### config.mk
export PLATFORM = sky130hd
export DESIGN_NAME = switch_interface_event_decoder_unit
export DESIGN_NICKNAME = d
export VERILOG_FILES = /design/src/design/sied_pkg.sv /design/src/design/sied_seq.sv /design/src/design/switch_interface_event_decoder_unit.sv
export SDC_FILE = /design/constraint.sdc
export NUM_CORES = 1
export LEC_CHECK = 0
export BUFFER_PORTS_ARGS = -buffer_cell sky130_fd_sc_hd__buf_2
export CORE_ASPECT_RATIO = 1.5
export CORE_UTILIZATION = 40
export CTS_BUF_LIST = sky130_fd_sc_hd__clkbuf_8
export DETAILED_ROUTE_END_ITERATION = 16
export PLACE_DENSITY = 0.6
export SYNTH_ARGS = -nofsm -noshare
export SYNTH_HDL_FRONTEND = slang
export SYNTH_HIERARCHICAL = 1
export SYNTH_SLANG_ARGS = --single-unit
### constraint.sdc
create_clock -name clk -period 3.4 [get_ports clk]
set_input_delay 0.51 -clock clk [delete_from_list [all_inputs] [get_ports clk]]
set_output_delay 0.51 -clock clk [all_outputs]
set_load 0.03 [all_outputs]
### src/design/sied_pkg.sv
// Shared types, codes and constants of the switch interface event decoder.
`timescale 1ns / 1ps
`default_nettype none

package sied_pkg;

  // Sizing of the per-channel state store.
  localparam int NUM_INTERFACES_DEF = 16;
  localparam int CHANNELS           = 4;

  // Output fields that do not apply to an event read as all ones.
  localparam logic [7:0] NOT_APPLICABLE = 8'hFF;

  // Interface type codes.
  localparam logic [1:0] IF_SINGLE = 2'd1;
  localparam logic [1:0] IF_FOUR   = 2'd2;

  // Mode codes and range limits.
  localparam logic [3:0] MODE_PUSH_LO      = 4'd1;
  localparam logic [3:0] MODE_PUSH_HI      = 4'd3;
  localparam logic [3:0] MODE_PRES_EDGE    = 4'd4;
  localparam logic [3:0] MODE_PRES_LEVEL   = 4'd5;
  localparam logic [3:0] MODE_LIGHT_LO     = 4'd6;
  localparam logic [3:0] MODE_PRES_LVL_REG = 4'd8;
  localparam logic [3:0] MODE_PRES_HI      = 4'd9;
  localparam logic [3:0] MODE_REG_HI       = 4'd11;

  // Status flag bit positions.
  localparam int ST_SHORT     = 0;
  localparam int ST_LONG      = 1;
  localparam int ST_RELEASE   = 2;
  localparam int ST_PRESENCE  = 3;
  localparam int ST_VACANCY   = 4;
  localparam int ST_LIGHT     = 5;
  localparam int ST_SHORT_CH3 = 6;

  typedef enum logic [2:0] {
    EV_SHORT    = 3'd0,
    EV_LONG     = 3'd1,
    EV_RELEASE  = 3'd2,
    EV_PRESENCE = 3'd3,
    EV_VACANCY  = 3'd4,
    EV_LIGHT    = 3'd5
  } event_kind_t;

  // What an event does to its store entry.
  typedef enum logic [1:0] {
    OP_NONE,
    OP_SHORT,
    OP_LONG,
    OP_SHORT_LONG
  } store_op_t;

  // One input word: a wall-interface report.
  typedef struct packed {
    logic [3:0] interface_address;
    logic       active;
    logic [1:0] interface_type;
    logic [3:0] mode;
    logic [7:0] status_bits;
    logic [7:0] reading;
  } report_t;

  // One output word: a decoded event.
  typedef struct packed {
    event_kind_t event_kind;
    logic [3:0]  source_address;
    logic [1:0]  channel;
    logic [7:0]  on_position;
    logic [7:0]  rising_direction;
    logic [7:0]  light_level;
    logic        last;
  } evt_word_t;

  // Event handed from the sequencer to the store update stage.
  typedef struct packed {
    event_kind_t kind;
    logic [3:0]  addr;
    logic [1:0]  ch;
    store_op_t   op;
    logic [7:0]  light;
    logic        last;
  } seq_evt_t;

  // Contents of one store entry.
  typedef struct packed {
    logic on;
    logic dir;
  } cell_bits_t;

endpackage

`default_nettype wire

### src/design/sied_seq.sv
// Report decoder and event sequencer: turns one report into a series of events.
`timescale 1ns / 1ps
`default_nettype none

module sied_seq #(
  parameter int NUM_INTERFACES = sied_pkg::NUM_INTERFACES_DEF
) (
  input  wire logic               clk,
  input  wire logic               rst,
  input  wire logic               report_valid,
  output logic                    report_stall,
  input  wire sied_pkg::report_t  report,
  input  wire logic               take,
  output logic                    issue_valid,
  output sied_pkg::seq_evt_t      issue
);
  import sied_pkg::*;

  // True when a four-channel flag set still holds an event.
  function automatic logic has_event(input logic [7:0] st, input logic [7:0] rd);
    has_event = st[ST_SHORT] | st[ST_LONG] | st[ST_RELEASE] | st[ST_SHORT_CH3] |
                st[ST_PRESENCE] | st[ST_VACANCY] | (st[ST_LIGHT] & (|rd));
  endfunction

  // Lowest set bit of a four-bit vector.
  function automatic logic [1:0] lowest(input logic [3:0] v);
    if (v[0]) begin
      lowest = 2'd0;
    end else if (v[1]) begin
      lowest = 2'd1;
    end else if (v[2]) begin
      lowest = 2'd2;
    end else begin
      lowest = 2'd3;
    end
  endfunction

  logic       a_valid;
  logic       a_four;
  logic [3:0] a_addr;
  logic [7:0] a_st;
  logic [7:0] a_rd;
  seq_evt_t   a_sev;

  logic       load;
  logic       load_events;
  logic       issue_go;
  seq_evt_t   single_ev;
  logic       single_have;
  logic       four_ok;
  logic       in_range;
  logic       pres_ok;
  logic       vac_ok;
  logic       lig_ok;
  logic [3:0] mode_in;
  logic [7:0] st_in;

  seq_evt_t   pick;
  logic [7:0] st_next;
  logic [3:0] short_bits;

  // Decode a single-channel report into its one event, and check four-channel modes.
  always_comb begin
    mode_in     = report.mode;
    st_in       = report.status_bits;
    single_have = 1'b0;
    single_ev   = '{kind: EV_SHORT, addr: report.interface_address, ch: 2'd0,
                    op: OP_NONE, light: NOT_APPLICABLE, last: 1'b1};
    pres_ok     = mode_in <= MODE_PRES_HI;
    vac_ok      = (mode_in == MODE_PRES_LEVEL) || (mode_in == MODE_PRES_LVL_REG) ||
                  (mode_in == MODE_PRES_HI);
    lig_ok      = mode_in >= MODE_LIGHT_LO;
    if (mode_in >= MODE_PUSH_LO && mode_in <= MODE_PUSH_HI) begin
      if (st_in[ST_LONG]) begin
        single_have  = 1'b1;
        single_ev.kind = EV_LONG;
        single_ev.op   = st_in[ST_SHORT] ? OP_SHORT_LONG : OP_LONG;
      end else if (st_in[ST_SHORT]) begin
        single_have  = 1'b1;
        single_ev.kind = EV_SHORT;
        single_ev.op   = OP_SHORT;
      end else if (st_in[ST_RELEASE]) begin
        single_have  = 1'b1;
        single_ev.kind = EV_RELEASE;
      end
    end else if (mode_in >= MODE_PRES_EDGE && mode_in <= MODE_REG_HI) begin
      if (lig_ok && st_in[ST_LIGHT]) begin
        single_have     = 1'b1;
        single_ev.kind  = EV_LIGHT;
        single_ev.light = report.reading;
      end else if (vac_ok && st_in[ST_VACANCY]) begin
        single_have    = 1'b1;
        single_ev.kind = EV_VACANCY;
      end else if (pres_ok && st_in[ST_PRESENCE]) begin
        single_have    = 1'b1;
        single_ev.kind = EV_PRESENCE;
      end
    end
    four_ok  = ((mode_in >= MODE_PUSH_LO && mode_in <= MODE_PUSH_HI) ||
                (mode_in == MODE_PRES_LEVEL)) && has_event(st_in, report.reading);
    in_range = 32'(report.interface_address) < NUM_INTERFACES;
    load_events = report.active && in_range &&
                  (((report.interface_type == IF_SINGLE) && single_have) ||
                   ((report.interface_type == IF_FOUR) && four_ok));
  end

  // Pick the next four-channel event by priority and clear its flag.
  always_comb begin
    short_bits = {a_st[ST_SHORT_CH3], a_st[ST_RELEASE], a_st[ST_LONG], a_st[ST_SHORT]};
    st_next    = a_st;
    pick       = '{kind: EV_SHORT, addr: a_addr, ch: 2'd0, op: OP_NONE,
                   light: NOT_APPLICABLE, last: 1'b1};
    if (|short_bits) begin
      pick.kind = EV_SHORT;
      pick.op   = OP_SHORT;
      pick.ch   = lowest(short_bits);
      case (pick.ch)
        2'd0:    st_next[ST_SHORT]     = 1'b0;
        2'd1:    st_next[ST_LONG]      = 1'b0;
        2'd2:    st_next[ST_RELEASE]   = 1'b0;
        default: st_next[ST_SHORT_CH3] = 1'b0;
      endcase
    end else if (a_st[ST_PRESENCE]) begin
      pick.kind             = EV_PRESENCE;
      st_next[ST_PRESENCE] = 1'b0;
    end else if (a_st[ST_VACANCY]) begin
      pick.kind            = EV_VACANCY;
      st_next[ST_VACANCY] = 1'b0;
    end else if (|a_rd[3:0]) begin
      pick.kind          = EV_LONG;
      pick.op            = OP_LONG;
      pick.ch            = lowest(a_rd[3:0]);
      st_next[ST_LIGHT] = 1'b0;
    end else begin
      pick.kind          = EV_RELEASE;
      pick.ch            = lowest(a_rd[7:4]);
      st_next[ST_LIGHT] = 1'b0;
    end
    pick.last = !has_event(st_next, a_rd);
  end

  // Handshake toward the report channel and the update stage.
  always_comb begin
    issue_valid  = a_valid;
    issue        = a_four ? pick : a_sev;
    issue_go     = a_valid && take;
    report_stall = a_valid && !(take && issue.last);
    load         = report_valid && !report_stall;
  end

  // Report holding register.
  always_ff @(posedge clk) begin
    if (rst) begin
      a_valid <= 1'b0;
    end else if (load) begin
      a_valid <= load_events;
    end else if (issue_go && issue.last) begin
      a_valid <= 1'b0;
    end
  end

  always_ff @(posedge clk) begin
    if (load) begin
      a_four <= report.interface_type == IF_FOUR;
      a_addr <= report.interface_address;
      a_st   <= report.status_bits;
      a_rd   <= report.reading;
      a_sev  <= single_ev;
    end else if (issue_go) begin
      a_st <= st_next;
    end
  end

endmodule

`default_nettype wire

### src/design/switch_interface_event_decoder_unit.sv
// Top level of the switch interface event decoder: state store and event output.
//
// Reports enter on the report channel (report_valid, report_stall, report) and decoded
// events leave on the evt channel (evt_valid, evt_stall, evt); a word moves at a rising
// edge where valid is high and stall is low. A report yields zero to seven event words,
// the final one marked by evt.last; reports that decode to nothing are dropped.
// The first event word of a report passes the sequencer's holding register and the
// update stage register before the output register. The sequencer issues one event
// per cycle unless the update stage holds; the next report is taken in the cycle its
// predecessor issues its final event. That rate is set by the state store, a memory of
// NUM_INTERFACES * 4 entries with one read port and one write port, doing one
// read-modify-write per event, with forwarding between back-to-back accesses to the
// same entry.
// Reset clears the pipeline and a written mark per entry, so every on position and
// dimming direction reads as zero afterwards; there is no clearing pass.
// With evt_valid and evt_stall both high the output register holds its word, the
// update stage holds, and report_stall rises once the sequencer holds a report.
`timescale 1ns / 1ps
`default_nettype none

module switch_interface_event_decoder_unit #(
  parameter int NUM_INTERFACES = sied_pkg::NUM_INTERFACES_DEF
) (
  input  wire logic                clk,
  input  wire logic                rst,
  input  wire logic                report_valid,
  output logic                     report_stall,
  input  wire sied_pkg::report_t   report,
  output logic                     evt_valid,
  input  wire logic                evt_stall,
  output sied_pkg::evt_word_t      evt
);
  import sied_pkg::*;

  localparam int DEPTH = NUM_INTERFACES * CHANNELS;
  localparam int IDX_W = $clog2(DEPTH);

  logic                 issue_valid;
  seq_evt_t             issue;
  logic                 take;
  logic                 issue_go;

  logic                 b_valid;
  seq_evt_t             b_ev;
  logic                 b_go;
  logic [IDX_W-1:0]     b_idx;
  logic [IDX_W-1:0]     r_idx;

  cell_bits_t           mem [DEPTH];
  logic [DEPTH-1:0]     written;
  cell_bits_t           rd_data;
  logic                 rd_written;
  logic                 fwd_hit;
  cell_bits_t           fwd_data;

  cell_bits_t           cur;
  cell_bits_t           after_short;
  cell_bits_t           long_in;
  cell_bits_t           after_long;
  cell_bits_t           wdata;
  logic                 we;
  logic                 is_long;
  evt_word_t            word_next;

  sied_seq #(
    .NUM_INTERFACES (NUM_INTERFACES)
  ) u_seq (
    .clk          (clk),
    .rst          (rst),
    .report_valid (report_valid),
    .report_stall (report_stall),
    .report       (report),
    .take         (take),
    .issue_valid  (issue_valid),
    .issue        (issue)
  );

  // Pipeline handshake between sequencer, update stage and output register.
  always_comb begin
    b_go     = b_valid && (!evt_valid || !evt_stall);
    take     = !b_valid || b_go;
    issue_go = issue_valid && take;
    r_idx    = IDX_W'({issue.addr, issue.ch});
    b_idx    = IDX_W'({b_ev.addr, b_ev.ch});
  end

  // Store update: apply short press and long press to the current entry.
  always_comb begin
    if (fwd_hit) begin
      cur = fwd_data;
    end else if (rd_written) begin
      cur = rd_data;
    end else begin
      cur = '0;
    end
    after_short.on  = !cur.on;
    after_short.dir = cur.on;
    long_in         = (b_ev.op == OP_SHORT_LONG) ? after_short : cur;
    after_long.on   = long_in.on | long_in.dir;
    after_long.dir  = !long_in.dir;
    is_long         = (b_ev.op == OP_LONG) || (b_ev.op == OP_SHORT_LONG);
    case (b_ev.op)
      OP_SHORT:      wdata = after_short;
      OP_LONG:       wdata = after_long;
      OP_SHORT_LONG: wdata = after_long;
      default:       wdata = cur;
    endcase
    we = b_go && (b_ev.op != OP_NONE);

    word_next.event_kind       = b_ev.kind;
    word_next.source_address   = b_ev.addr;
    word_next.channel          = b_ev.ch;
    word_next.on_position      = (b_ev.op == OP_SHORT) ? {7'd0, after_short.on}
                                                        : NOT_APPLICABLE;
    word_next.rising_direction = is_long ? {7'd0, long_in.dir} : NOT_APPLICABLE;
    word_next.light_level      = b_ev.light;
    word_next.last             = b_ev.last;
  end

  // State store: read on issue, write back when the event leaves the update stage.
  always_ff @(posedge clk) begin
    if (we) begin
      mem[b_idx] <= wdata;
    end
    if (issue_go) begin
      rd_data    <= mem[r_idx];
      rd_written <= written[r_idx];
      fwd_hit    <= we && (b_idx == r_idx);
      fwd_data   <= wdata;
    end
  end

  // Written marks: an entry never written reads as zero.
  always_ff @(posedge clk) begin
    if (rst) begin
      written <= '0;
    end else if (we) begin
      written[b_idx] <= 1'b1;
    end
  end

  // Update stage registers.
  always_ff @(posedge clk) begin
    if (rst) begin
      b_valid <= 1'b0;
    end else if (take) begin
      b_valid <= issue_valid;
    end
  end

  always_ff @(posedge clk) begin
    if (issue_go) begin
      b_ev <= issue;
    end
  end

  // Output register.
  always_ff @(posedge clk) begin
    if (rst) begin
      evt_valid <= 1'b0;
    end else if (b_go) begin
      evt_valid <= 1'b1;
    end else if (!evt_stall) begin
      evt_valid <= 1'b0;
    end
  end

  always_ff @(posedge clk) begin
    if (b_go) begin
      evt <= word_next;
    end
  end

  // A held event in the update stage keeps its contents.
  a_b_hold : assert property (@(posedge clk) disable iff (rst)
    (b_valid && !b_go) |=> (b_valid && $stable(b_ev)))
    else $error("update stage lost or changed a held event");

  // The report channel only stalls while the sequencer holds a report.
  a_stall_busy : assert property (@(posedge clk) disable iff (rst)
    !issue_valid |-> !report_stall)
    else $error("report stalled with an empty sequencer");

  // Only a short press carries an on position.
  a_pos_short : assert property (@(posedge clk) disable iff (rst)
    (evt_valid && (evt.event_kind != EV_SHORT)) |-> (evt.on_position == NOT_APPLICABLE))
    else $error("on position on an event other than a short press");

  // Only a long press carries a direction.
  a_dir_long : assert property (@(posedge clk) disable iff (rst)
    (evt_valid && (evt.event_kind != EV_LONG)) |-> (evt.rising_direction == NOT_APPLICABLE))
    else $error("direction on an event other than a long press");

endmodule

`default_nettype wire

==> summary.txt, run 1 <==
YOSYS
-----------------------------------------------------------------------------------------------
Flops & latches, synth                                                                      276
Multiplexer share of the synthesized area                                                 10.7%
Yosys warns                                                                                   6
Gate count after technology mapping                                                         835
Post-Synth Adder-Cell Area                                                                   0%
Area share of and/or/nand/nor cells after synthesis                                       12.4%
Largest family of logic cells by synthesized area                                  simple AND/OR/NAND/NOR gates
Synthesized-area fraction occupied by xor and xnor cells                                 0.530%
Top flip-flop cell by instance count after synthesis                               sky130_fd_sc_hd__edfxtp_1
Cell area after synthesis                                                            0.0116 mm2
Post-synth cell types                                                                        62
Synthesized area divided by synthesized cell count                                     13.9 um2
Number of synthesized flops with an enable pin                                              209
Seq/Total Area, Yosys                                                                     65.8%
Share of synthesized flip-flops with an asynchronous set or reset                            0%
Fraction of the mapped netlist area in compound gates                                     6.94%
Net count after synthesis                                                                   866

LAYOUT
-----------------------------------------------------------------------------------------------
Final cell count without fillers                                                           1308
Antenna diode count                                                                           0
Area of combinational cells with multiple inputs                                    0.00356 mm2
Final-stage net count                                                                       933
Fill cell total of the finished layout                                                     2541
Total area of sequential cells                                                      0.00762 mm2
Growth of design area from synthesis to finish                                            11.7%
Share of post-route cells with drive strength above 1                                     25.7%

DIE
-----------------------------------------------------------------------------------------------
Die span in y                                                                            210 um
Floorplan die area                                                                   0.0296 mm2
Std-Cell Rows                                                                                75
Core area                                                                            0.0282 mm2
Starting utilization of the core area                                                     41.0%
Boundary Pins                                                                                67
Overall die width                                                                        141 um

ROUTING
-----------------------------------------------------------------------------------------------
Total detailed-routing wirelength                                                      25100 um
Vias                                                                                       6854
Number of detailed-route iterations in the first pass                                         5
Residual DRC                                                                                  0
Violation count after the first detailed-routing iteration                                  380
Average wire length per cell after detail routing                                       19.2 um
Post-detailed-route count of antenna-violating nets                                           0
Via density per instance                                                                   5.24

CLOCK NETWORK
-----------------------------------------------------------------------------------------------
TritonCTS clock tree                                                                       done
Cell at the root of the clock tree                                                 sky130_fd_sc_hd__clkbuf_8
Total of hold buffers inserted after clock tree synthesis                                     0
Bufs on Longest Clock Path                                                                    3
Total number of H-tree levels                                                                 2
Clock input transition at the sequential cells of the worst setup and hold paths        0.06 ns
Number of clock buffers inserted by TritonCTS                                                41
Insertion delay of the later-clocked pin in the worst-skew pair                         0.55 ns
Total number of clock tree sinks                                                            276
Number of instances resized during post-cts repair                                            0
Total setup buffers inserted after CTS                                                        0

GRT
-----------------------------------------------------------------------------------------------
GRT Residual Overflow                                                                         0
Number of global-route vias before repair                                                  7000
Overall routing resource usage                                                            17.5%
Initial antenna violation count                                                               0
Largest net degree at the start of global routing                                            66
Global-route wire length before repair                                                 39000 um

TIMING
-----------------------------------------------------------------------------------------------
Final min period                                                                        3.14 ns
Max-Slew Margin vs Limit                                                                  39.6%
Fmax                                                                                    319 MHz
Setup violations, final                                                                       0
Final count of hold timing violations                                                         0
Period utilisation layout                                                                 92.3%
Fin Clk Skew                                                                          0.0125 ns
RSZ-0062 raised after global routing                                                      false
Worst-margin pin slew                                                                  0.902 ns
Final sum of negative setup slack                                                          0 ns
Max Slew Vio Count                                                                            0
Hold slack final                                                                       0.138 ns

WORST SETUP PATH
-----------------------------------------------------------------------------------------------
R2R cell count                                                                                9
Worst endpoint required time                                                            3.70 ns
CP max FO                                                                                    41
CP Capture Type                                                                            flop
Critical path arrival                                                                   3.44 ns
Category of the most critical setup path                                           flop to flop
CP startpoint kind                                                                         flop

FLOW RUN
-----------------------------------------------------------------------------------------------
Maximum Capacitance Violations                                                                0

PLACED DESIGN
-----------------------------------------------------------------------------------------------
RePlAce Congestion                                                                        0.791
Buffers on Ports                                                                             65
# placed instances                                                                         1244
Post-detailed-placement half-perimeter wirelength                                      17000 um

MIN PATH
-----------------------------------------------------------------------------------------------
Worst min path class                                                               input port to flop
Cell count of the worst hold path                                                             1

POWER AND IR DROP
-----------------------------------------------------------------------------------------------
Lkg Pwr                                                                                 4.24 nW
Power density cells                                                                  494 mW/mm2
Max rail drop VDD                                                                      0.195 mV

RUN STATUS
-----------------------------------------------------------------------------------------------
Run status                                                                         complete, no violations

==> synth_stat cells, types with 3 or more instances <==
cell type | number | area [um2]
sky130_fd_sc_hd__or2_2 | 21 | 131
sky130_fd_sc_hd__a211o_2 | 3 | 30.0
sky130_fd_sc_hd__nand2b_1 | 6 | 37.5
sky130_fd_sc_hd__mux2i_1 | 10 | 100
sky130_fd_sc_hd__nand3_1 | 6 | 30.0
sky130_fd_sc_hd__edfxtp_1 | 209 | 6280
sky130_fd_sc_hd__or4_1 | 5 | 37.5
sky130_fd_sc_hd__nor3b_1 | 3 | 22.5
sky130_fd_sc_hd__mux2_2 | 6 | 67.6
sky130_fd_sc_hd__nand4_1 | 5 | 31.3
sky130_fd_sc_hd__buf_6 | 3 | 33.8
sky130_fd_sc_hd__a31oi_1 | 4 | 25.0
sky130_fd_sc_hd__o22ai_1 | 9 | 56.3
sky130_fd_sc_hd__clkbuf_1 | 19 | 71.3
sky130_fd_sc_hd__mux4_2 | 45 | 1010
sky130_fd_sc_hd__buf_4 | 24 | 180
sky130_fd_sc_hd__nand2_1 | 34 | 128
sky130_fd_sc_hd__a32o_1 | 3 | 30.0
sky130_fd_sc_hd__o21ai_0 | 9 | 45.0
sky130_fd_sc_hd__a21oi_1 | 70 | 350
sky130_fd_sc_hd__o211ai_1 | 4 | 30.0
sky130_fd_sc_hd__o21ai_1 | 3 | 15.0
sky130_fd_sc_hd__nor2b_1 | 8 | 50.1
sky130_fd_sc_hd__inv_1 | 18 | 67.6
sky130_fd_sc_hd__and3b_1 | 4 | 35.0
sky130_fd_sc_hd__xnor2_1 | 7 | 61.3
sky130_fd_sc_hd__o221ai_1 | 7 | 61.3
sky130_fd_sc_hd__nor4_4 | 6 | 128
sky130_fd_sc_hd__o21a_1 | 3 | 22.5
sky130_fd_sc_hd__buf_1 | 6 | 22.5
sky130_fd_sc_hd__nand3b_1 | 5 | 37.5
sky130_fd_sc_hd__buf_2 | 9 | 45.0
sky130_fd_sc_hd__and2_1 | 4 | 25.0
sky130_fd_sc_hd__dfxtp_1 | 67 | 1340
sky130_fd_sc_hd__nor3_1 | 4 | 20.0
sky130_fd_sc_hd__nor2_1 | 146 | 548
sky130_fd_sc_hd__a221oi_1 | 4 | 35.0
==> worst max-delay path, stage by stage, from the launching register on <==
cell	delay, ns
sky130_fd_sc_hd__edfxtp_1	0.39
sky130_fd_sc_hd__or2_2	0.33
sky130_fd_sc_hd__nor2_1	0.13
sky130_fd_sc_hd__a31oi_1	0.11
sky130_fd_sc_hd__nor4b_2	0.40
sky130_fd_sc_hd__buf_12	0.35
sky130_fd_sc_hd__mux4_2	0.54
sky130_fd_sc_hd__mux2i_1	0.21
sky130_fd_sc_hd__a31oi_1	0.14
sky130_fd_sc_hd__a32o_1	0.26
==> cell type report <==
type | count | area share (%)
repair buffers | 86 | 4.12
clock inverters | 23 | 0.755
well taps | 385 | 3.73
multi-input cells | 478 | 27.6
inverters | 19 | 0.552
flip-flops and latches | 276 | 58.9
clock buffers | 41 | 4.36
==> metal layers <==
layer,track usage [%],share of wire (%),vias up
met4,6.97,2.7,0
met1,20.2,39,3396
met3,2.91,4.4,47
met5,0,0,-
met2,32.0,54,174
li1,-,-,3237
==> report_power, final <==
part           total, W  switching [W]  internal, W
combinational  0.000390       0.000225     0.000165
clock           0.00231        0.00120      0.00111
sequential      0.00369      0.0000333      0.00365
total           0.00638        0.00145      0.00493
==> state kept, by name, summed over array words and instances (netlist names), 2 cells and up <==
name	cells
rd_data	2
u_seq/a_st	7
u_seq/a_sev	17
evt	22
written	64
u_seq/a_rd	8
fwd_data	2
mem	128
b_ev	20
==> logic make-up (layout without fill, tap and decap cells) <==
logic type / after synthesis / after routing
AND/OR/NAND/NOR: 277 / 277
flip-flops: 276 / 276
AO/OA/AOI/OAI: 129 / 129
buffers and inverters: 81 / 169
multiplexers: 65 / 65
XOR/XNOR: 7 / 7
==> path summary, 6_finish.rpt <==
| check | from | to | slack, ns |
|---|---|---|---|
| worst min-delay path | report[26] | u_seq/a_sev[16] | 0.14 |
| worst max register to register | u_seq/a_st[3] | rd_data[1] | 0.26 |
| worst min register to register | b_ev[6] | evt[6] | 0.42 |
| worst max-delay path | u_seq/a_st[3] | rd_data[1] | 0.26 |
==> through the flow <==
| stage | setup slack (ns) | cell area, um2 | util, % | total power [W] |
|---|---|---|---|---|
| floorplan | 0.123 | 11600 | - | 0.00402 |
| global placement | 0.261 | 12300 | 43.4 | 0.00415 |
| detailed placement | 0.209 | 12300 | 43.4 | 0.00415 |
| CTS | 0.185 | 12900 | 45.8 | 0.00646 |
| global route | 0.0307 | 12900 | 45.8 | 0.00661 |
| finish | 0.262 | 12900 | 45.8 | 0.00638 |
==> cell usage in the layout, fill, tap and decap left out, types with 5 or more instances in the layout <==
master | synthesis | layout
sky130_fd_sc_hd__nand2b_1 | 6 | 6
sky130_fd_sc_hd__buf_2 | 9 | 65
sky130_fd_sc_hd__nor4_4 | 6 | 6
sky130_fd_sc_hd__nand2_1 | 34 | 34
sky130_fd_sc_hd__mux2i_1 | 10 | 10
sky130_fd_sc_hd__o21ai_0 | 9 | 9
sky130_fd_sc_hd__clkinv_2 | 0 | 6
sky130_fd_sc_hd__xnor2_1 | 7 | 6
sky130_fd_sc_hd__edfxtp_1 | 209 | 209
sky130_fd_sc_hd__mux2_2 | 6 | 6
sky130_fd_sc_hd__nand3_1 | 6 | 6
sky130_fd_sc_hd__or2_2 | 21 | 21
sky130_fd_sc_hd__mux4_2 | 45 | 45
sky130_fd_sc_hd__buf_4 | 24 | 17
sky130_fd_sc_hd__inv_1 | 18 | 24
sky130_fd_sc_hd__nand3b_1 | 5 | 5
sky130_fd_sc_hd__dfxtp_1 | 67 | 67
sky130_fd_sc_hd__or4_1 | 5 | 5
sky130_fd_sc_hd__nor2_1 | 146 | 146
sky130_fd_sc_hd__clkinv_1 | 0 | 10
sky130_fd_sc_hd__o221ai_1 | 7 | 7
sky130_fd_sc_hd__clkbuf_8 | 0 | 41
sky130_fd_sc_hd__a21oi_1 | 70 | 70
sky130_fd_sc_hd__o22ai_1 | 9 | 9
sky130_fd_sc_hd__nor2b_1 | 8 | 8
sky130_fd_sc_hd__nand4_1 | 5 | 5
(Power assumes the default switching activity.)
==> run 2, diff against run 1 <==
- CTS_BUF_LIST: sky130_fd_sc_hd__clkbuf_8 -> not set
==> summary.txt, run 2 (synthesized netlist as in run 1, its figures left out) <==
DIE
-----------------------------------------------------------------------------------------------
Boundary Pins                                                                                67   unchanged
Overall die width                                                                        141 um   unchanged
Starting utilization of the core area                                                     41.0%   unchanged
Std-Cell Rows                                                                                75   unchanged
Core area                                                                            0.0282 mm2   unchanged
Die span in y                                                                            210 um   unchanged
Floorplan die area                                                                   0.0296 mm2   unchanged

LAYOUT
-----------------------------------------------------------------------------------------------
Antenna diode count                                                                           0   unchanged
Max reg flops                                                                               128   unchanged
Share of post-route cells with drive strength above 1                                     25.7%   about the same
Most common library cell in the layout ignoring fill and taps                      sky130_fd_sc_hd__edfxtp_1   unchanged
Most flop-heavy register                                                                    mem   unchanged
Largest registers in the final layout                                              mem (128), written (64), evt (22)   unchanged
Final-stage net count                                                                       918   was 933
Final cell count without fillers                                                           1292   was 1308
Growth of design area from synthesis to finish                                            14.0%   was 11.7%
Commonest cells after routing, fill and taps aside                                 209 x sky130_fd_sc_hd__edfxtp_1, 146 x sky130_fd_sc_hd__nor2_1, 70 x sky130_fd_sc_hd__a21oi_1   unchanged

PLACED DESIGN
-----------------------------------------------------------------------------------------------
RePlAce Congestion                                                                        0.791   unchanged
Buffers on Ports                                                                             65   unchanged
Post-detailed-placement half-perimeter wirelength                                      17000 um   unchanged
# placed instances                                                                         1244   unchanged

ROUTING
-----------------------------------------------------------------------------------------------
Post-detailed-route count of antenna-violating nets                                           0   unchanged
Number of detailed-route iterations in the first pass                                         4   was 5
Vias                                                                                       6755   was 6854
Via density per instance                                                                   5.23   was 5.24
Violation count after the first detailed-routing iteration                                  367   was 380
Residual DRC                                                                                  0   unchanged
Average wire length per cell after detail routing                                       19.2 um   about the same
Total detailed-routing wirelength                                                      24900 um   was 25100 um

CLOCK NETWORK
-----------------------------------------------------------------------------------------------
Number of instances resized during post-cts repair                                            0   unchanged
TritonCTS clock tree                                                                       done   unchanged
Total number of H-tree levels                                                                 1   was 2
Total of hold buffers inserted after clock tree synthesis                                     0   unchanged
Clock input transition at the sequential cells of the worst setup and hold paths        0.06 ns   about the same
Cell at the root of the clock tree                                                 sky130_fd_sc_hd__clkbuf_16   was sky130_fd_sc_hd__clkbuf_8
Total setup buffers inserted after CTS                                                        0   unchanged
Insertion delay of the later-clocked pin in the worst-skew pair                         0.54 ns   was 0.55 ns
Total number of clock tree sinks                                                            276   unchanged
Bufs on Longest Clock Path                                                                    3   unchanged
Number of clock buffers inserted by TritonCTS                                                26   was 41

WORST SETUP PATH
-----------------------------------------------------------------------------------------------
Most numerous cell on the critical path                                            sky130_fd_sc_hd__a31oi_1   unchanged
Critical R2R Capture                                                                 rd_data[1]   unchanged
Standard cell with the maximum stage delay on the critical path                    sky130_fd_sc_hd__mux4_2   unchanged
Register-to-register setup slack                                                        0.25 ns   was 0.26 ns
R2R cell count                                                                                9   unchanged
CP Capture Type                                                                            flop   unchanged
Maximum single-stage delay on the critical path                                         0.54 ns   about the same
Critical path arrival                                                                   3.45 ns   was 3.44 ns
Crit path cell chain                                                               or2_2 -> nor2_1 -> a31oi_1 -> nor4b_2 -> buf_12 -> mux4_2 -> mux2i_1 -> a31oi_1 -> a32o_1   unchanged
CP startpoint kind                                                                         flop   unchanged
Crit path max-delay family                                                         simple AND/OR/NAND/NOR gates   unchanged
CP max FO                                                                                    41   unchanged
Category of the most critical setup path                                           flop to flop   unchanged
Worst endpoint required time                                                            3.70 ns   about the same
Buffers plus inverters on the worst setup path                                                1   unchanged
RR Startpoint                                                                      u_seq/a_st[3]   unchanged

TIMING
-----------------------------------------------------------------------------------------------
Period utilisation layout                                                                 92.8%   was 92.3%
Final sum of negative setup slack                                                          0 ns   unchanged
Worst-margin pin slew                                                                  0.901 ns   was 0.902 ns
Max Slew Vio Count                                                                            0   unchanged
Max-Slew Margin vs Limit                                                                  39.9%   was 39.6%
Fin Clk Skew                                                                          0.0121 ns   was 0.0125 ns
Setup violations, final                                                                       0   unchanged
Fmax                                                                                    317 MHz   was 319 MHz
Final min period                                                                        3.15 ns   was 3.14 ns
RSZ-0062 raised after global routing                                                      false   unchanged
Final count of hold timing violations                                                         0   unchanged
Hold slack final                                                                       0.144 ns   was 0.138 ns

GRT
-----------------------------------------------------------------------------------------------
Largest net degree at the start of global routing                                            66   unchanged
Met3 usage in global routing                                                              2.45%   was 2.91%
GRT Residual Overflow                                                                         0   unchanged
Number of global-route vias before repair                                                  6846   was 7000
GRT met2 Usage                                                                            31.9%   was 32.0%
Global routing's busiest layer                                                             met2   unchanged
Overall routing resource usage                                                            17.3%   was 17.5%
Met1 Usage GRT                                                                            20.3%   was 20.2%
Initial antenna violation count                                                               0   unchanged
Global-route wire length before repair                                                 38600 um   was 39000 um

POWER AND IR DROP
-----------------------------------------------------------------------------------------------
Max rail drop VDD                                                                      0.280 mV   was 0.195 mV
Power density cells                                                                  545 mW/mm2   was 494 mW/mm2
Lkg Pwr                                                                                 4.33 nW   was 4.24 nW

MIN PATH
-----------------------------------------------------------------------------------------------
Worst min path class                                                               input port to flop   unchanged
Cell count of the worst hold path                                                             1   unchanged
End of the worst hold path                                                         u_seq/a_sev[14]   was u_seq/a_sev[16]
Worst hold start                                                                     report[24]   was report[26]

FLOW RUN
-----------------------------------------------------------------------------------------------
Maximum Capacitance Violations                                                                0   unchanged

RUN STATUS
-----------------------------------------------------------------------------------------------
Run status                                                                         complete, no violations   unchanged

==> run 2: cell count changes in the layout (fill, tap and decap cells not counted), sizes merged <==
cell,change
clkinv,-6
clkinvlp,+2
bufinv,+5
clkbuf,-13
inv,-4
==> run 2: final cells by class <==
| class | instances | area (um2) |
|---|---|---|
| timing repair buffer | 86 | 533 |
| clock inverter | 20 | 254 |
| clock buffer | 28 | 679 |
| fill | 2486 | 15000 |
| tap | 385 | 482 |
| multi-input combinational | 478 | 3560 |
| sequential | 276 | 7620 |
| inverter | 19 | 71.3 |
==> run 2: layer usage <==
metal | vias up | share of wire (%)
met4 | 0 | 2.3
met2 | 150 | 54
met3 | 39 | 4.1
li1 | 3219 | -
met1 | 3347 | 40
met5 | - | 0
==> run 2: power breakdown <==
group / total [W] / internal [W] / switching (W) / leakage, nW
Sequential: 0.00368 / 0.00365 / 0.0000331 / 2.42
Clock: 0.00312 / 0.00185 / 0.00127 / 0.449
Combinational: 0.000391 / 0.000165 / 0.000226 / 1.46
Total: 0.00719 / 0.00566 / 0.00153 / 4.33
==> run 2: worst max path at each step <==
stage,end,startpoint,slack (ns),cells after the start
floorplan,rd_data[1],u_seq/a_st[3],0.12,10
global placement,rd_written,u_seq/a_st[3],0.26,9
detailed placement,rd_written,u_seq/a_st[3],0.21,9
CTS,rd_written,u_seq/a_st[3],0.20,9
global route,rd_data[1],u_seq/a_st[3],0.06,9
finish,rd_data[1],u_seq/a_st[3],0.25,9
==> run 2: metrics by stage <==
step / power (W) / utilization [%] / instance area, um2 / worst slack (ns)
after global routing: 0.00741 / 46.7 / 13200 / 0.0553
after global placement: 0.00415 / 43.4 / 12300 / 0.261
after floorplan: 0.00402 / - / 11600 / 0.123
after detailed placement: 0.00415 / 43.4 / 12300 / 0.209
after CTS: 0.00726 / 46.7 / 13200 / 0.199
final: 0.00719 / 46.7 / 13200 / 0.246
==> run 2: worst register-to-register path, cell delays in order, from the launching register on <==
cell and delay [ns]:
sky130_fd_sc_hd__edfxtp_1 0.39, sky130_fd_sc_hd__or2_2 0.33, sky130_fd_sc_hd__nor2_1 0.13, sky130_fd_sc_hd__a31oi_1 0.11, sky130_fd_sc_hd__nor4b_2 0.40, sky130_fd_sc_hd__buf_12 0.35
sky130_fd_sc_hd__mux4_2 0.57, sky130_fd_sc_hd__mux2i_1 0.22, sky130_fd_sc_hd__a31oi_1 0.15, sky130_fd_sc_hd__a32o_1 0.27
==> run 3, diff against run 2 <==
- ABC_AREA: not set -> 1
- clock period: 3.4 -> 2.9 ns (I/O delays scaled with it)
==> summary.txt, run 3 <==
YOSYS
-----------------------------------------------------------------------------------------------
Net count after synthesis                                                                  1286   was 866
Synthesized area divided by synthesized cell count                                     9.49 um2   was 13.9 um2
Gate count after technology mapping                                                        1255   was 835
Seq/Total Area, Yosys                                                                     63.9%   was 65.8%
Number of synthesized flops with an enable pin                                              209   unchanged
Post-synth cell types                                                                        38   was 62
Top flip-flop cell by instance count after synthesis                               sky130_fd_sc_hd__edfxtp_1   unchanged
Yosys warns                                                                                   6   unchanged
Synth area leaders                                                                 sky130_fd_sc_hd__edfxtp_1 53%, sky130_fd_sc_hd__nand2_1 12%, sky130_fd_sc_hd__dfxtp_1 11%   was sky130_fd_sc_hd__edfxtp_1 54%, sky130_fd_sc_hd__dfxtp_1 12%, sky130_fd_sc_hd__mux4_2 8.8%
Yosys top cell area share                                                                 52.7%   was 54.2%
Cell area after synthesis                                                            0.0119 mm2   was 0.0116 mm2
Share of synthesized flip-flops with an asynchronous set or reset                            0%   unchanged
Flops & latches, synth                                                                      276   unchanged
Leading post-synthesis cells by instance count                                     376 x sky130_fd_sc_hd__nand2_1, 209 x sky130_fd_sc_hd__edfxtp_1, 177 x sky130_fd_sc_hd__nand3_1, 150 x sky130_fd_sc_hd__nor2_1, 71 x sky130_fd_sc_hd__inv_2   was 209 x sky130_fd_sc_hd__edfxtp_1, 146 x sky130_fd_sc_hd__nor2_1, 70 x sky130_fd_sc_hd__a21oi_1, 67 x sky130_fd_sc_hd__dfxtp_1, 45 x sky130_fd_sc_hd__mux4_2
Cell taking the most area after synthesis                                          sky130_fd_sc_hd__edfxtp_1   unchanged
Count leader, synth                                                                sky130_fd_sc_hd__nand2_1   was sky130_fd_sc_hd__edfxtp_1

RUN STATUS
-----------------------------------------------------------------------------------------------
Run status                                                                         complete, no violations   unchanged

DIE
-----------------------------------------------------------------------------------------------
Die span in y                                                                            213 um   was 210 um
Boundary Pins                                                                                67   unchanged
Starting utilization of the core area                                                     40.5%   was 41.0%
Std-Cell Rows                                                                                77   was 75
Core area                                                                            0.0294 mm2   was 0.0282 mm2
Overall die width                                                                        143 um   was 141 um
Floorplan die area                                                                   0.0305 mm2   was 0.0296 mm2

CLOCK NETWORK
-----------------------------------------------------------------------------------------------
Cell at the root of the clock tree                                                 sky130_fd_sc_hd__clkbuf_16   unchanged
Total number of H-tree levels                                                                 1   unchanged
Number of instances resized during post-cts repair                                            0   unchanged
TritonCTS clock tree                                                                       done   unchanged
Total setup buffers inserted after CTS                                                        0   unchanged
Total of hold buffers inserted after clock tree synthesis                                     0   unchanged
Total number of clock tree sinks                                                            276   unchanged
Clock input transition at the sequential cells of the worst setup and hold paths        0.07 ns   was 0.06 ns
Number of clock buffers inserted by TritonCTS                                                26   unchanged
Insertion delay of the later-clocked pin in the worst-skew pair                         0.55 ns   was 0.54 ns
Bufs on Longest Clock Path                                                                    3   unchanged

LAYOUT
-----------------------------------------------------------------------------------------------
Growth of design area from synthesis to finish                                            14.4%   was 14.0%
Most flop-heavy register                                                                    mem   unchanged
Largest registers in the final layout                                              mem (128), written (64), evt (22)   unchanged
Fill cell total of the finished layout                                                     2783   was 2486
Total area of sequential cells                                                      0.00762 mm2   unchanged
Antenna diode count                                                                           0   unchanged
Final Cell Area                                                                      0.0136 mm2   was 0.0132 mm2
Final-stage net count                                                                      1341   was 918
Utilization of the core after routing                                                     46.4%   was 46.7%
Most common library cell in the layout ignoring fill and taps                      sky130_fd_sc_hd__nand2_1   was sky130_fd_sc_hd__edfxtp_1
Commonest cells after routing, fill and taps aside                                 375 x sky130_fd_sc_hd__nand2_1, 209 x sky130_fd_sc_hd__edfxtp_1, 176 x sky130_fd_sc_hd__nand3_1   was 209 x sky130_fd_sc_hd__edfxtp_1, 146 x sky130_fd_sc_hd__nor2_1, 70 x sky130_fd_sc_hd__a21oi_1
Share of post-route cells with drive strength above 1                                     18.7%   was 25.7%
Area of combinational cells with multiple inputs                                    0.00350 mm2   was 0.00356 mm2
Max reg flops                                                                               128   unchanged

GRT
-----------------------------------------------------------------------------------------------
Overall routing resource usage                                                            18.7%   was 17.3%
Initial antenna violation count                                                               0   unchanged
Number of global-route vias before repair                                                  8207   was 6846
GRT Residual Overflow                                                                         0   unchanged
Largest net degree at the start of global routing                                            68   was 66
Global-route wire length before repair                                                 43100 um   was 38600 um

WORST SETUP PATH
-----------------------------------------------------------------------------------------------
Worst endpoint required time                                                            3.32 ns   was 3.70 ns
Category of the most critical setup path                                           flop to flop   unchanged
CP max FO                                                                                    25   was 41
Critical path arrival                                                                   2.99 ns   was 3.45 ns
Crit path max-delay family                                                         simple AND/OR/NAND/NOR gates   unchanged
R2R cell count                                                                               17   was 9
CP startpoint kind                                                                         flop   unchanged
Standard cell with the maximum stage delay on the critical path                    sky130_fd_sc_hd__edfxtp_1   was sky130_fd_sc_hd__mux4_2
Crit path cell chain                                                               inv_1 -> nand2_1 -> nor2_1 -> nand2_1 -> a31oi_1 -> nor3_2 -> buf_4 -> inv_2 -> buf_4 -> nand2_1 -> nand3_1 -> nand3_1 -> nand2_1 -> nand2_1 -> nand3_1 -> nand3_1 -> nand2_1   was or2_2 -> nor2_1 -> a31oi_1 -> nor4b_2 -> buf_12 -> mux4_2 -> mux2i_1 -> a31oi_1 -> a32o_1
Most numerous cell on the critical path                                            sky130_fd_sc_hd__nand2_1   was sky130_fd_sc_hd__a31oi_1
CP Capture Type                                                                            flop   unchanged
Maximum single-stage delay on the critical path                                         0.39 ns   was 0.54 ns
Buffers plus inverters on the worst setup path                                                4   was 1
Levels on crit path                                                                          17   was 9

ROUTING
-----------------------------------------------------------------------------------------------
Total detailed-routing wirelength                                                      27500 um   was 24900 um
Post-detailed-route count of antenna-violating nets                                           0   unchanged
Average wire length per cell after detail routing                                       16.0 um   was 19.2 um
Via density per instance                                                                   4.87   was 5.23
Violation count after the first detailed-routing iteration                                  665   was 367
Vias                                                                                       8406   was 6755
Number of detailed-route iterations in the first pass                                         7   was 4
Residual DRC                                                                                  0   unchanged

TIMING
-----------------------------------------------------------------------------------------------
Fmax                                                                                    389 MHz   was 317 MHz
RSZ-0062 raised after global routing                                                      false   unchanged
Final min period                                                                        2.57 ns   was 3.15 ns
Period utilisation layout                                                                 88.7%   was 92.8%
Final count of hold timing violations                                                         0   unchanged
Final sum of negative setup slack                                                          0 ns   unchanged
Max Slew Vio Count                                                                            0   unchanged
Worst-margin pin slew                                                                  0.868 ns   was 0.901 ns
Fin Clk Skew                                                                          0.0184 ns   was 0.0121 ns
Max-Slew Margin vs Limit                                                                  42.1%   was 39.9%
Setup violations, final                                                                       0   unchanged

POWER AND IR DROP
-----------------------------------------------------------------------------------------------
Sequential cell fraction of total power                                                   50.9%   was 51.2%
Internal power summed over all cells                                                  0.00660 W   was 0.00566 W
Pwr Total                                                                             0.00843 W   was 0.00719 W
Power density cells                                                                  619 mW/mm2   was 545 mW/mm2
Max rail drop VDD                                                                      0.393 mV   was 0.280 mV
Clock share of power                                                                      43.3%   about the same
Lkg Pwr                                                                                 5.53 nW   was 4.33 nW
Logic pwr share                                                                            5.8%   was 5.4%
Switching fraction of total power                                                         21.8%   was 21.3%
Net switching power figure                                                            0.00184 W   was 0.00153 W

PLACED DESIGN
-----------------------------------------------------------------------------------------------
Post-detailed-placement half-perimeter wirelength                                      17800 um   was 17000 um
Cell area reported after detailed placement                                          0.0127 mm2   was 0.0123 mm2
Buffers on Ports                                                                             65   unchanged
RePlAce Congestion                                                                        0.800   was 0.791

MIN PATH
-----------------------------------------------------------------------------------------------
Cell count of the worst hold path                                                             1   unchanged
Worst min path class                                                               input port to flop   unchanged

FLOW RUN
-----------------------------------------------------------------------------------------------
Maximum Capacitance Violations                                                                0   unchanged

run 3: changes by cell type in the layout (fill, tap and decap cells not counted), sizes merged, moves of 9 or more:
cell   before  now
a21oi      70    8
inv        21  130
mux2       10    0
mux2i      10    0
mux4       45    0
nand2      34  380
nand3       6  178
nor2      146  162
o22ai       9    0
or2        21   11
run 3: path summary, 6_finish.rpt:
check,slack (ns),start,endpoint
worst max-delay path,0.33,u_seq/a_rd[0],rd_data[1]
worst min-delay path,0.07,report[25],u_seq/a_sev[15]
worst max register to register,0.33,u_seq/a_rd[0],rd_data[1]
worst min register to register,0.42,b_ev[7],evt[7]
run 3: layer usage:
metal  routed length (um)  global-route usage (%)  vias to the layer above
li1                     -                       -                     4190
met4                 1160                    9.60                        0
met3                 1320                    2.50                       67
met5                    0                       0                        -
met2                14800                    35.4                      219
met1                10300                    20.1                     3930
run 3: per-stage QoR:
step / std cells / hold slack, ns / setup slack [ns]
6_report: 1725 / 0.0749 / 0.329
5_1_grt: 1725 / 0.0636 / 0.111
3_5_place_dp: 1677 / 0.405 / 0.335
4_1_cts: 1725 / 0.0597 / 0.316
2_1_floorplan: 1255 / 0.400 / 0.423
3_3_place_gp: 1677 / 0.404 / 0.323
run 3: layout make-up:
class | count | area share [%]
clock buffer | 32 | 5.17
timing repair buffer | 92 | 4.42
inverter | 130 | 3.62
multi-input combinational | 784 | 25.7
clock inverter | 16 | 1.61
sequential | 276 | 55.9
tap | 395 | 3.63
run 3: logic make-up (layout without fill, tap and decap cells):
group           count (synthesis)  in the layout  share of synthesized area, %
compound gates                 28             28                          1.45
xor+xnor                        3              3                         0.221
buf+inv                       195            270                          6.86
flops                         276            276                          63.9
simple gates                  753            753                          27.5
run 3: power by group through the flow:
stage / registers (W) / clock network, W / logic (W)
3_3_place_gp: 0.00438 / 0 / 0.000485
4_1_cts: 0.00429 / 0.00372 / 0.000492
5_1_grt: 0.00429 / 0.00388 / 0.000542
3_5_place_dp: 0.00438 / 0 / 0.000490
2_1_floorplan: 0.00438 / 0 / 0.000313
6_report: 0.00429 / 0.00366 / 0.000487
